### config.mk
export PLATFORM = sky130hd
export DESIGN_NAME = md5_stream_hash
export DESIGN_NICKNAME = d
export VERILOG_FILES = /design/src/rtl/md5_pkg.sv /design/src/rtl/md5_datapath.sv /design/src/rtl/md5_ctrl.sv /design/src/rtl/md5_stream_hash.sv
export VERILOG_INCLUDE_DIRS = /design/src /design/src/rtl
export SDC_FILE = /design/constraint.sdc
export NUM_CORES = 2
export LEC_CHECK = 0
export BUFFER_PORTS_ARGS = -buffer_cell sky130_fd_sc_hd__buf_4
export CAP_MARGIN = 20
export CORE_ASPECT_RATIO = 2
export CORE_MARGIN = 4
export CORE_UTILIZATION = 40
export DETAILED_ROUTE_END_ITERATION = 16
export MAX_ROUTING_LAYER = met4
export SLEW_MARGIN = 20
export SYNTH_ARGS = -nofsm -noshare
export SYNTH_HDL_FRONTEND = slang
export SYNTH_SLANG_ARGS = --single-unit
export TNS_END_PERCENT = 30
### constraint.sdc
create_clock -name clock -period 11.2 [get_ports clock]
set_clock_uncertainty 0.05 [all_clocks]
set_input_delay 2.24 -clock clock [delete_from_list [all_inputs] [get_ports clock]]
set_output_delay 2.24 -clock clock [all_outputs]
set_load 0.02 [all_outputs]
### src/rtl/md5_stream_hash_assert.svh
// ----------------------------------------------------------------------------
// md5_stream_hash_assert
// Assertion macros used by the MD5 stream hasher controller.
// ----------------------------------------------------------------------------
`ifndef MD5_STREAM_HASH_ASSERT_SVH
`define MD5_STREAM_HASH_ASSERT_SVH
// implication checked each cycle outside reset
`define MD5_ASSERT_IMP(label, clk, rst, ante, cons) \
   label: assert property (@(posedge clk) disable iff (rst) (ante) |-> (cons)) \
      else $error("md5 assertion failed");
// next-cycle implication
`define MD5_ASSERT_NEXT(label, clk, rst, ante, cons) \
   label: assert property (@(posedge clk) disable iff (rst) (ante) |=> (cons)) \
      else $error("md5 assertion failed");
`endif

### src/rtl/md5_pkg.sv
// ----------------------------------------------------------------------------
// md5_pkg
// Shared types, constants and the message index function for the MD5 stream hasher.
// ----------------------------------------------------------------------------
`default_nettype none
package md5_pkg;
   localparam int unsigned BlockBytes = 64;
   localparam int unsigned PosBits    = 6;
   localparam int unsigned WordIdxBits = 4;
   localparam logic [31:0] InitA = 32'h67452301;
   localparam logic [31:0] InitB = 32'hefcdab89;
   localparam logic [31:0] InitC = 32'h98badcfe;
   localparam logic [31:0] InitD = 32'h10325476;
   localparam logic [7:0]  PadByte = 8'h80;
   localparam logic [5:0]  LenPos  = 6'd56;

   typedef struct packed {
      logic       mode;
      logic [7:0] data_byte;
   } req_type;

   typedef struct packed {
      logic [31:0] digest_word;
      logic [1:0]  word_index;
      logic        last;
   } rsp_type;

   // controller -> datapath
   typedef struct packed {
      logic       wr_en;
      logic [5:0] wr_addr;
      logic [7:0] wr_data;
      logic       start;      // load a..d from chaining words, round 0
      logic       round;      // one round
      logic       fold;       // add a..d into chaining words
      logic       init;       // chaining words back to initial values
      logic [5:0] rnd;        // current round number
   } dp_cmd_type;

   localparam logic [31:0] RoundK [64] = '{
      32'hd76aa478, 32'he8c7b756, 32'h242070db, 32'hc1bdceee,
      32'hf57c0faf, 32'h4787c62a, 32'ha8304613, 32'hfd469501,
      32'h698098d8, 32'h8b44f7af, 32'hffff5bb1, 32'h895cd7be,
      32'h6b901122, 32'hfd987193, 32'ha679438e, 32'h49b40821,
      32'hf61e2562, 32'hc040b340, 32'h265e5a51, 32'he9b6c7aa,
      32'hd62f105d, 32'h02441453, 32'hd8a1e681, 32'he7d3fbc8,
      32'h21e1cde6, 32'hc33707d6, 32'hf4d50d87, 32'h455a14ed,
      32'ha9e3e905, 32'hfcefa3f8, 32'h676f02d9, 32'h8d2a4c8a,
      32'hfffa3942, 32'h8771f681, 32'h6d9d6122, 32'hfde5380c,
      32'ha4beea44, 32'h4bdecfa9, 32'hf6bb4b60, 32'hbebfbc70,
      32'h289b7ec6, 32'heaa127fa, 32'hd4ef3085, 32'h04881d05,
      32'hd9d4d039, 32'he6db99e5, 32'h1fa27cf8, 32'hc4ac5665,
      32'hf4292244, 32'h432aff97, 32'hab9423a7, 32'hfc93a039,
      32'h655b59c3, 32'h8f0ccc92, 32'hffeff47d, 32'h85845dd1,
      32'h6fa87e4f, 32'hfe2ce6e0, 32'ha3014314, 32'h4e0811a1,
      32'hf7537e82, 32'hbd3af235, 32'h2ad7d2bb, 32'heb86d391
   };

   localparam logic [4:0] RotAmt [16] = '{
      5'd7, 5'd12, 5'd17, 5'd22, 5'd5, 5'd9, 5'd14, 5'd20,
      5'd4, 5'd11, 5'd16, 5'd23, 5'd6, 5'd10, 5'd15, 5'd21
   };

   function automatic logic [3:0] msg_pick(input logic [5:0] i);
      logic [7:0] t;
      begin
         t = 8'd0;
         unique case (i[5:4])
            2'd0: t = {2'b00, i};
            2'd1: t = ({2'b00, i} * 8'd5) + 8'd1;
            2'd2: t = ({2'b00, i} * 8'd3) + 8'd5;
            2'd3: t = {2'b00, i} * 8'd7;
         endcase
         return t[3:0];
      end
   endfunction
endpackage
`default_nettype wire

### src/rtl/md5_datapath.sv
// ----------------------------------------------------------------------------
// md5_datapath
// Block buffer, chaining words and the one-round-per-cycle compression unit.
// ----------------------------------------------------------------------------
`default_nettype none
module md5_datapath
   import md5_pkg::*;
(
   input  wire logic       clock,
   input  wire logic       reset,
   input  wire dp_cmd_type cmd,
   output logic [31:0]     chain_out [4]
);
   // buffer as 16 little-endian words, written bytewise
   logic [31:0] buf_ff [16];
   logic [31:0] h_ff [4];
   logic [31:0] a_ff, b_ff, c_ff, d_ff;
   logic [31:0] a_in, b_in, c_in, d_in;
   logic [31:0] ra, rb, rc, rd, mix, sum, rot;
   logic [4:0]  sh;
   logic [5:0]  rn;

   always_ff @(posedge clock) begin
      if (cmd.wr_en) begin
         buf_ff[cmd.wr_addr[5:2]][8*cmd.wr_addr[1:0] +: 8] <= cmd.wr_data;
      end
   end

   always_comb begin
      rn = cmd.rnd;
      if (cmd.start) begin
         ra = h_ff[0]; rb = h_ff[1]; rc = h_ff[2]; rd = h_ff[3];
      end else begin
         ra = a_ff; rb = b_ff; rc = c_ff; rd = d_ff;
      end
      mix = '0;
      unique case (rn[5:4])
         2'd0: mix = (rb & rc) | (~rb & rd);
         2'd1: mix = (rb & rd) | (rc & ~rd);
         2'd2: mix = rb ^ rc ^ rd;
         2'd3: mix = rc ^ (rb | ~rd);
      endcase
      sum = ra + mix + RoundK[rn] + buf_ff[msg_pick(rn)];
      sh  = RotAmt[{rn[5:4], rn[1:0]}];
      rot = (sum << sh) | (sum >> (6'd32 - {1'b0, sh}));
      a_in = rd;
      d_in = rc;
      c_in = rb;
      b_in = rb + rot;
   end

   always_ff @(posedge clock) begin
      if (cmd.start || cmd.round) begin
         a_ff <= a_in; b_ff <= b_in; c_ff <= c_in; d_ff <= d_in;
      end
   end

   always_ff @(posedge clock) begin
      if (reset || cmd.init) begin
         h_ff[0] <= InitA; h_ff[1] <= InitB; h_ff[2] <= InitC; h_ff[3] <= InitD;
      end else if (cmd.fold) begin
         h_ff[0] <= h_ff[0] + a_ff;
         h_ff[1] <= h_ff[1] + b_ff;
         h_ff[2] <= h_ff[2] + c_ff;
         h_ff[3] <= h_ff[3] + d_ff;
      end
   end

   assign chain_out = h_ff;
endmodule
`default_nettype wire

### src/rtl/md5_ctrl.sv
// ----------------------------------------------------------------------------
// md5_ctrl
// Sequencer: byte intake, padding, round count and digest output.
// ----------------------------------------------------------------------------
`default_nettype none
`include "md5_stream_hash_assert.svh"
module md5_ctrl
   import md5_pkg::*;
(
   input  wire logic    clock,
   input  wire logic    reset,
   input  wire logic    req_valid,
   output logic         req_ready,
   input  wire req_type req_data,
   output logic         rsp_valid,
   input  wire logic    rsp_ready,
   output rsp_type      rsp_data,
   output dp_cmd_type   cmd,
   input  wire logic [31:0] chain_in [4]
);
   localparam logic [2:0] ST_IDLE = 3'd0;
   localparam logic [2:0] ST_PAD  = 3'd1;  // zero fill up to length field or block end
   localparam logic [2:0] ST_LEN  = 3'd2;  // write 8 length bytes
   localparam logic [2:0] ST_RUN  = 3'd3;  // 64 rounds
   localparam logic [2:0] ST_FOLD = 3'd4;
   localparam logic [2:0] ST_OUT  = 3'd5;

   logic [2:0]  state_ff, state_in;
   logic [63:0] cnt_ff, cnt_in;
   logic [5:0]  pos_ff, pos_in;     // fill/write pointer
   logic [5:0]  rnd_ff, rnd_in;
   logic        fin_ff, fin_in;     // finishing message
   logic        lenok_ff, lenok_in; // length already placed in this block
   logic [1:0]  idx_ff, idx_in;
   logic        pend_ff, pend_in;   // another block follows after fold

   wire req_fire = req_valid && req_ready;

   assign req_ready = (state_ff == ST_IDLE);
   assign rsp_valid = (state_ff == ST_OUT);
   assign rsp_data.digest_word = chain_in[idx_ff];
   assign rsp_data.word_index  = idx_ff;
   assign rsp_data.last        = (idx_ff == 2'd3);

   always_comb begin
      state_in = state_ff; cnt_in = cnt_ff; pos_in = pos_ff; rnd_in = rnd_ff;
      fin_in = fin_ff; lenok_in = lenok_ff; idx_in = idx_ff; pend_in = pend_ff;
      cmd = '0;
      cmd.rnd = rnd_ff;
      unique case (state_ff)
         ST_IDLE: begin
            if (req_fire) begin
               cmd.wr_en = 1'b1;
               cmd.wr_addr = pos_ff;
               pos_in = pos_ff + 6'd1;
               if (!req_data.mode) begin
                  cmd.wr_data = req_data.data_byte;
                  cnt_in = cnt_ff + 64'd8;
                  if (pos_ff == 6'd63) begin
                     state_in = ST_RUN; rnd_in = '0; fin_in = 1'b0;
                  end
               end else begin
                  cmd.wr_data = PadByte;
                  fin_in = 1'b1;
                  lenok_in = 1'b0;
                  if (pos_ff == 6'd63) begin
                     state_in = ST_RUN; rnd_in = '0; pend_in = 1'b1;
                  end else if (pos_ff + 6'd1 == LenPos) begin
                     state_in = ST_LEN;
                  end else begin
                     state_in = ST_PAD;
                  end
               end
            end
         end
         ST_PAD: begin
            cmd.wr_en = 1'b1; cmd.wr_addr = pos_ff; cmd.wr_data = '0;
            pos_in = pos_ff + 6'd1;
            if (pos_ff == 6'd63) begin
               state_in = ST_RUN; rnd_in = '0; pend_in = 1'b1;
            end else if (pos_ff + 6'd1 == LenPos && !pend_ff) begin
               state_in = ST_LEN;
            end
         end
         ST_LEN: begin
            cmd.wr_en = 1'b1; cmd.wr_addr = pos_ff;
            cmd.wr_data = cnt_ff[8*pos_ff[2:0] +: 8];
            pos_in = pos_ff + 6'd1;
            if (pos_ff == 6'd63) begin
               state_in = ST_RUN; rnd_in = '0; lenok_in = 1'b1; pend_in = 1'b0;
            end
         end
         ST_RUN: begin
            cmd.start = (rnd_ff == 6'd0);
            cmd.round = (rnd_ff != 6'd0);
            rnd_in = rnd_ff + 6'd1;
            if (rnd_ff == 6'd63) state_in = ST_FOLD;
         end
         ST_FOLD: begin
            cmd.fold = 1'b1;
            if (!fin_ff) begin
               state_in = ST_IDLE;
            end else if (pend_ff) begin
               // tail too long: second block of zeros plus length
               pend_in = 1'b0; pos_in = '0; state_in = ST_PAD;
            end else begin
               state_in = ST_OUT; idx_in = '0;
            end
         end
         ST_OUT: begin
            if (rsp_ready) begin
               idx_in = idx_ff + 2'd1;
               if (idx_ff == 2'd3) begin
                  cmd.init = 1'b1; state_in = ST_IDLE; cnt_in = '0; pos_in = '0;
                  fin_in = 1'b0;
               end
            end
         end
         default: state_in = ST_IDLE;
      endcase
   end

   always_ff @(posedge clock) begin
      if (reset) begin
         state_ff <= ST_IDLE; cnt_ff <= '0; pos_ff <= '0; rnd_ff <= '0;
         fin_ff <= 1'b0; lenok_ff <= 1'b0; idx_ff <= '0; pend_ff <= 1'b0;
      end else begin
         state_ff <= state_in; cnt_ff <= cnt_in; pos_ff <= pos_in; rnd_ff <= rnd_in;
         fin_ff <= fin_in; lenok_ff <= lenok_in; idx_ff <= idx_in; pend_ff <= pend_in;
      end
   end

   `MD5_ASSERT_IMP(a_fill_tracks_count, clock, reset, state_ff == ST_IDLE, pos_ff == cnt_ff[8:3])
   `MD5_ASSERT_NEXT(a_run_after_last, clock, reset, state_ff == ST_RUN && rnd_ff == 6'd63, state_ff == ST_FOLD)
   `MD5_ASSERT_IMP(a_out_only_fin, clock, reset, state_ff == ST_OUT, fin_ff && lenok_ff)
endmodule
`default_nettype wire

### src/rtl/md5_stream_hash.sv
// ----------------------------------------------------------------------------
// md5_stream_hash
// Streaming MD5 digest engine, top level.
// ----------------------------------------------------------------------------
// Usage:
//  req channel: one byte per handshake, mode 0 absorbs data_byte, mode 1 ends
//  the message. rsp channel: four digest words, index 0..3, last on index 3.
//  The 64th byte of a block starts the compression (one MD5 round per cycle on
//  a single round unit, then a fold), during which req_ready is low.
//  A finish writes the pad and length bytes one per cycle, runs one or two
//  compressions, then offers the four digest words, one per cycle while
//  rsp_ready is high.
//  Reset returns chaining words and bit count to the initial state; the
//  buffer needs no clearing. While the receiver stalls the digest word holds
//  and no new request is taken. After the last digest word the engine is
//  back in its initial state for the next message.
// ----------------------------------------------------------------------------
`default_nettype none
module md5_stream_hash
   import md5_pkg::*;
(
   input  wire logic    clock,
   input  wire logic    reset,
   input  wire logic    req_valid,
   output logic         req_ready,
   input  wire req_type req_data,
   output logic         rsp_valid,
   input  wire logic    rsp_ready,
   output rsp_type      rsp_data
);
   dp_cmd_type  cmd;
   logic [31:0] chain [4];

   md5_ctrl u_ctrl (
      .clock, .reset, .req_valid, .req_ready, .req_data,
      .rsp_valid, .rsp_ready, .rsp_data, .cmd, .chain_in(chain)
   );

   md5_datapath u_dp (
      .clock, .reset, .cmd, .chain_out(chain)
   );
endmodule
`default_nettype wire
---- Word level (Yosys, flattened, before mapping) ----
Memory sizes are Yosys's and may differ from the RTL's.
Index checks and enable logic that the tools add are counted.
word-level totals
  word-level logic and storage cells ...... 172
  memory bits (read-only) ................. 2,128
  memories ................................ 3
  output and inout port bits .............. 37
  bits of input ports ..................... 13
  RAM bits ................................ 512
  bits in registers ....................... 339
cells by class
  reductions and logical operators ........ 22
  multipliers ............................. 3
  bitwise gates (word level) .............. 16
  $lt $le $gt $ge ......................... 3
  muxes and demuxes ....................... 65
  equal/unequal tests ..................... 24
  shifts and indexed selects .............. 5
  add/subtract/negate cells ............... 16
memories
  memory           words  width  read ports  clocked after memory_dff  write ports  RTL line            RTL
  (no name shown)  64     32     1           0                         0            md5_datapath.sv:43  sum = ra + mix + RoundK[rn] + buf_ff[msg_pick(rn)];
  u_dp.buf_ff      16     32     1           0                         1            md5_datapath.sv:15  logic [31:0] buf_ff [16];
  (no name shown)  16     5      1           0                         0            md5_datapath.sv:44  sh = RotAmt[{rn[5:4], rn[1:0]}];
operators by type and width
  kind                                                   number
  two-way mux 32 bit                                     9
  adder 32 bit                                           8
  two-way mux 64 bit                                     4
  AND 32 bit                                             4
  OR 32 bit                                              4
  case mux 32 bit (4 select lines)                       1
  case mux 64 bit (2 select lines)                       1
  XOR 32 bit                                             3
  adder 64 x 4 -> 64 bit, second input constant          1
  binary-select mux 32 bit (select 2 bit)                1
  inverter 32 bit                                        2
  variable part select 64 x 7 -> 8 bit                   1
  case mux 15 bit (3 select lines)                       1
  two-way mux 6 bit                                      7
  negation 5 -> 34 bit                                   1
  variable shift 8 x 34 -> 32 bit, first input constant  1
  variable part select 8 x 34 -> 32 bit                  1
  left shift 32 x 5 -> 32 bit                            1
  >> shifter 32 x 6 -> 32 bit                            1
  two-way mux 3 bit                                      10
  case mux 6 bit (4 select lines)                        1
  AND reduction 5 bit                                    4
  equality test 6 bit, second input constant             3
  case mux 3 bit (6 select lines)                        1
  other kinds (46)                                       83

---- Logic depth before layout (Yosys ltp) ----
  depth after elaboration ................. 13
  mapped depth ............................ 48
  mapped depth without buffers ............ 43

---- By module ----
A second synthesis with hierarchy kept.
unflattened totals
  cell total of the unflattened synthesis .. 5,192
  area total of the unflattened synthesis .. 54,861.4 sq um
by module, submodules not included
  module        sequential area each (sq um)  times used  area each (sq um)  cells an instance
  md5_datapath  21,780.9                      1           49,226.0           4,552
  md5_ctrl      1,601.5                       1           5,635.4            640

---- Least setup slack after synthesis ----
OpenSTA, ideal clock, no wires.
  kind .................................... register to register
  start ................................... reg u_ctrl.rnd_ff[2]
  end ..................................... reg u_dp.b_ff[31], data pin
  clock period less this slack ............ 11.209 ns
  path slack .............................. -0.009 ns
  setup time .............................. 0.138 ns
  path buffers ............................ 5
  arrival time ............................ 11.021 ns
  stages on the path, launching flop included .. 41
  data required time ...................... 11.012 ns
  cells stage by stage .................... dfxtp_1 -> clkinv_1 -> clkbuf_1 -> clkbuf_1 -> fa_1 -> inv_1 -> ha_1 -> mux4_2 -> clkbuf_1 -> clkbuf_1 -> clkbuf_1 -> mux4_2 -> mux2i_1 -> mux2i_1 -> fa_1 -> inv_1 -> fa_1 -> inv_1 -> [... 5 more ...] -> a2111o_1 -> and3b_1 -> o21ai_1 -> o21ai_0 -> mux4_2 -> mux2i_1 -> o211ai_1 -> ha_1 -> a211oi_1 -> o21ai_0 -> a2111oi_0 -> or3_1 -> nand4_1 -> a41o_1 -> o41a_1 -> a211o_1 -> or4_1 -> nand4_1
between the ends
  word-level cells in the longest chain between the ends .. 13
  elaborated cells on any way between the ends .. 37
  classes of those cells .................. 6 x add/sub; 3 x mul; 2 x shift; 9 x mux; 14 x bitwise; 1 x reduce/logical; 2 x memory
ends and longest elaborated chain
  what                                                                               RTL line                                                    RTL
  from (decl)                                                                        md5_ctrl.sv:31                                              logic [5:0] rnd_ff, rnd_in;
  from (signal assigned)                                                             md5_ctrl.sv:128                                             state_ff <= state_in; cnt_ff <= cnt_in; pos_ff <= pos_in; rnd_ff <= rnd_in;
  logical NOT 6 bit                                                                  md5_ctrl.sv:94                                              cmd.start = (rnd_ff == 6'd0);
  two-way mux 2 bit                                                                  md5_ctrl.sv:50                                              unique case (state_ff)
  two-way mux 32 bit                                                                 md5_datapath.sv:31                                          if (cmd.start) begin
  inverter 32 bit, on equally long branches                                          md5_datapath.sv:39, md5_datapath.sv:41, md5_datapath.sv:38
  OR 32 bit, or another cell as far along                                            md5_datapath.sv:41                                          2'd3: mix = rc ^ (rb | ~rd);
  XOR 32 bit, or another cell as far along                                           md5_datapath.sv:41
  case mux 32 bit (4 select lines)                                                   md5_datapath.sv:37                                          unique case (rn[5:4])
  adder 32 bit (3 in series)                                                         md5_datapath.sv:43
  >> shifter 32 x 6 -> 32 bit / left shift 32 x 5 -> 32 bit (equally long branches)  md5_datapath.sv:45                                          rot = (sum << sh) | (sum >> (6'd32 - {1'b0, sh}));
  OR 32 bit                                                                          md5_datapath.sv:45
  adder 32 bit *                                                                     md5_datapath.sv:49                                          b_in = rb + rot;
  net u_dp.b_in[31]                                                                  md5_datapath.sv:18                                          logic [31:0] a_in, b_in, c_in, d_in;
  to (signal assigned)                                                               md5_datapath.sv:54                                          a_ff <= a_in; b_ff <= b_in; c_ff <= c_in; d_ff <= d_in;
  to (decl)                                                                          md5_datapath.sv:17                                          logic [31:0] a_ff, b_ff, c_ff, d_ff;
The timed path passes the listed nets; every way through them passes the cells marked *. The select of a mux whose other input is x is not followed.
A chain may end at the register's enable or synchronous reset.

---- Worst setup path after layout ----
Same ends and word-level chain as after synthesis.

==> load_flow_metrics.sql <==
INSERT INTO impl_metrics (metric_group, metric, value, unit) VALUES
('sta', 'timing.final.setup_violations', '0', ''),
('worst_setup_path', 'kind_of_capture_point_of_the_worst_setup_path', 'flip-flop', ''),
('detailed_routing', 'routed.top_layer', 'met4', ''),
('logic_synthesis', 'yosysWarningCount', '0', ''),
('min_path', 'hold_crit_class', 'flip-flop to flip-flop', ''),
('detailed_routing', 'viasPerCell', '6.016', ''),
('global_route', 'first_global_vias', '44100', ''),
('floorplanning', 'design.die.area', '141700', 'sq um'),
('detailed_routing', 'detail_route.wirelength', '199.0', 'mm'),
('layout', 'finish.net_count', '5677', ''),
('run_status', 'status', 'finished clean', ''),
('worst_setup_path', 'crit_path_frequent_cell', 'sky130_fd_sc_hd__buf_4', ''),
('layout', 'layout.cells.most_common_list', 'sky130_fd_sc_hd__edfxtp_1 (640), sky130_fd_sc_hd__nor2_1 (465), sky130_fd_sc_hd__buf_4 (445)', ''),
('job', 'max-cap-violations', '0', ''),
('power_and_ir_drop', 'p_total', '10.81', 'mW'),
('clock_network', 'path_clk_slew', '0.07', 'ns'),
('sta', 'tightestPinTransition', '1.187', 'ns'),
('logic_synthesis', 'synthesis.area_per_instance', '10.60', 'sq um'),
('sta', 'timing.slew.headroom', '20.85', '%'),
('global_route', 'grt_remaining_overflow', '0', ''),
('worst_setup_path', 'worstPathRequired', '11.70', 'ns'),
('clock_network', 'cts-root-to-sink-buffers', '3', ''),
('floorplanning', 'starting_density_of_the_core', '40.33', '%'),
('detailed_routing', 'drtIter0Drc', '3268', ''),
('worst_setup_path', 'timing.critical_path.max_delay_family', 'adder cells', ''),
('power_and_ir_drop', 'leakagePower', '23.71', 'nW'),
('logic_synthesis', 'cell_area_after_synthesis', '54160', 'sq um'),
('sta', 'max_clock_freq', '93.05', 'MHz'),
('detailed_routing', 'antenna_violating_nets_remaining', '0', ''),
('logic_synthesis', 'synthFlopType', 'sky130_fd_sc_hd__edfxtp_1', ''),
('clock_network', 'worst_skew_pair.late_latency', '0.72', 'ns'),
('logic_synthesis', 'synth.yosys.seq_area_share', '43.17', '%'),
('sta', 'hold-worst-slack', '0.4457', 'ns'),
('logic_synthesis', 'number_of_distinct_standard_cells_referenced_by_the_synthesized_netlist', '95', ''),
('clock_network', 'cts_tree', 'done', ''),
('worst_setup_path', 'critical_path.startpoint_type', 'flip-flop', ''),
('worst_setup_path', 'max_stage_delay', '0.63', 'ns'),
('detailed_routing', 'drc', '0', ''),
('detailed_routing', 'routed-wl-met2', '107.2', 'mm'),
('worst_setup_path', 'rrSetupSlack', '0.45', 'ns'),
('detailed_routing', 'num_vias', '43080', ''),
('layout', 'drive_above_1_share', '18.06', '%'),
('placement', 'gp_congestion', '1.001', ''),
('layout', 'syn2layout_area_growth', '14.16', '%'),
('clock_network', 'clock_sinks', '848', ''),
('detailed_routing', 'drt_first_pass_iters', '6', ''),
('detailed_routing', 'met3WireLength', '8.173', 'mm'),
('layout', 'final_design_area_no_fill', '61830', 'sq um'),
('detailed_routing', 'drt-met1-wl', '63.96', 'mm'),
('floorplanning', 'die_x', '268.2', 'um'),
('worst_setup_path', 'timing.critical_path.buf_inv', '10', ''),
('global_route', 'all_layer_global_routing_usage', '28.50', '%'),
('worst_setup_path', 'timing.critical_path.fanout_max', '18', ''),
('floorplanning', 'die-height', '528.4', 'um'),
('sta', 'drv_slew', '0', ''),
('floorplanning', 'coreArea', '134300', 'sq um'),
('clock_network', 'cts_inserted_buffers', '79', ''),
('global_route', 'first_pass_grt_wire_length', '289.6', 'mm'),
('logic_synthesis', 'postSynthRegisterBits', '848', ''),
('sta', 'layout_worst_path_cycle_share', '95.96', '%'),
('sta', 'finalCriticalPeriod', '10.75', 'ns'),
('clock_network', 'clock_root_buffer_master', 'sky130_fd_sc_hd__clkbuf_16', ''),
('logic_synthesis', 'synth_edf_count', '640', ''),
('layout', 'mostFrequentLayoutCell', 'sky130_fd_sc_hd__edfxtp_1', ''),
('logic_synthesis', 'asyncSetResetFlopFracSynth', '0', '%'),
('clock_network', 'cts_max_level', '3', ''),
('sta', 'fin_tns_setup', '0', 'ns'),
('power_and_ir_drop', 'max-vdd-ir-drop', '0.1328', 'mV'),
('power_and_ir_drop', 'p_per_area', '174.9', 'nW/um^2'),
('global_route', 'grt_antenna_before_repair', '1', ''),
('worst_setup_path', 'cp.arrival', '11.25', 'ns');
## worst register-to-register path, delay by kind of cell, from the launching register on
kind            cells  cell delay [ns]
mux                 6             2.18
fa+ha+maj           6             2.57
buf+inv            10             1.39
xor+xnor            1             0.17
simple gates        9             1.91
flops               1             0.36
compound gates      8             1.99
## path summary, 6_finish.rpt
path                                   startpoint                         endpoint  depth (start not counted)
setup / recovery    u_ctrl.rnd_ff[2]$_SDFFE_PP0P_          u_dp.b_ff[31]$_DFFE_PP_                         40
hold / removal    u_dp.chain_out[70]$_SDFFE_PP0P_  u_dp.chain_out[70]$_SDFFE_PP0P_                          2
setup reg to reg    u_ctrl.rnd_ff[2]$_SDFFE_PP0P_          u_dp.b_ff[31]$_DFFE_PP_                         40
hold reg to reg   u_dp.chain_out[70]$_SDFFE_PP0P_  u_dp.chain_out[70]$_SDFFE_PP0P_                          2
## registers in the layout, summed over array words and instances, names as in the netlist
signal,cells
u_ctrl.pend_ff,1
u_ctrl.rnd_ff,6
u_ctrl.fin_ff,1
u_ctrl.idx_ff,2
u_dp.chain_out,128
u_ctrl.cnt_ff,61
u_dp.b_ff,32
u_dp.d_ff,32
u_dp.c_ff,32
u_dp.a_ff,32
u_dp.buf_ff,512
u_ctrl.state_ff,3
u_ctrl.pos_ff,6
## report_power, final
part | internal (mW) | switching, mW | total (mW)
clock network | 1.49 | 1.32 | 2.81
registers | 3.48 | 0.0243 | 3.50
logic | 2.01 | 2.50 | 4.50
## per-layer routing
layer,vias up,track usage [%]
met5,-,-
met2,1386,52.16
met4,0,21.91
met1,21290,26.60
li1,19760,-
met3,639,3.553
## cells by family (layout without fill, tap and decap cells)
family	after synthesis	after routing	share of synthesized area, %
flip-flops	848	848	43.17
adder cells (fa/ha/maj)	327	327	8.367
other	0	1	0
AND/OR/NAND/NOR	1421	1421	11.92
AO/OA/AOI/OAI	1298	1298	15.45
XOR/XNOR	210	210	3.474
multiplexers	507	507	14.13
buffers and inverters	498	821	3.486
## area by class of cell
type | instances | area, sq um
Timing Repair Buffer | 462 | 3681
Clock buffer | 93 | 2069
Fill cell | 12410 | 72480
Inverter | 214 | 808.3
Tap cell | 1728 | 2162
Sequential cell | 848 | 23400
Antenna cell | 1 | 2.502
Multi-Input combinational cell | 3763 | 29130
Clock inverter | 52 | 580.6
## cell usage after synthesis, types with 12 or more instances
master / number / share of area (%)
sky130_fd_sc_hd__nand2b_1: 48 / 0.55
sky130_fd_sc_hd__o211ai_1: 69 / 0.96
sky130_fd_sc_hd__and3_1: 56 / 0.65
sky130_fd_sc_hd__a21oi_1: 423 / 3.9
sky130_fd_sc_hd__nand2_1: 427 / 3.0
sky130_fd_sc_hd__mux4_2: 197 / 8.2
sky130_fd_sc_hd__a211oi_1: 66 / 0.91
sky130_fd_sc_hd__a211o_1: 13 / 0.21
sky130_fd_sc_hd__o221ai_1: 12 / 0.19
sky130_fd_sc_hd__o22ai_1: 19 / 0.22
sky130_fd_sc_hd__xor2_1: 97 / 1.6
sky130_fd_sc_hd__nor2b_1: 36 / 0.42
sky130_fd_sc_hd__fa_1: 69 / 2.6
sky130_fd_sc_hd__or2_2: 14 / 0.16
sky130_fd_sc_hd__o221a_2: 28 / 0.58
sky130_fd_sc_hd__a21o_1: 94 / 1.3
sky130_fd_sc_hd__nor2_1: 480 / 3.3
sky130_fd_sc_hd__or3_1: 39 / 0.45
sky130_fd_sc_hd__o21bai_1: 26 / 0.36
sky130_fd_sc_hd__xnor2_1: 110 / 1.8
sky130_fd_sc_hd__inv_1: 208 / 1.4
sky130_fd_sc_hd__o21ai_0: 205 / 1.9
sky130_fd_sc_hd__a311oi_1: 22 / 0.36
sky130_fd_sc_hd__maj3_1: 31 / 0.57
sky130_fd_sc_hd__mux2i_1: 222 / 4.1
sky130_fd_sc_hd__buf_1: 75 / 0.52
sky130_fd_sc_hd__edfxtp_1: 640 / 35
sky130_fd_sc_hd__ha_1: 227 / 5.2
sky130_fd_sc_hd__nand3_1: 144 / 1.3
sky130_fd_sc_hd__mux2_2: 87 / 1.8
sky130_fd_sc_hd__dfxtp_1: 208 / 7.7
sky130_fd_sc_hd__a31oi_1: 108 / 1.2
sky130_fd_sc_hd__nor3_1: 76 / 0.70
sky130_fd_sc_hd__o21a_1: 43 / 0.60
sky130_fd_sc_hd__nand4_1: 23 / 0.27
sky130_fd_sc_hd__and2_1: 27 / 0.31
sky130_fd_sc_hd__clkbuf_1: 201 / 1.4
sky130_fd_sc_hd__o31ai_1: 16 / 0.22
## per-stage QoR
step,setup WS [ns],utilization [%],cells
2_1_floorplan,0.03951,-,5109
5_1_grt,-0.0002398,46.04,7161
6_report,0.4526,46.04,7161
4_1_cts,0.009054,45.93,7155
3_5_place_dp,0.006207,43.96,7010
3_3_place_gp,-0.02680,43.94,7009
## repair_timing
item                                    in CTS  in global routing
endpoints found under the setup margin       0                 11
hold endpoints to repair                     0                  0
resized for setup                            0                 23
hold buffers                                 0                  0
buffers inserted                             0                  3
Power figures use the tool's default switching activity.
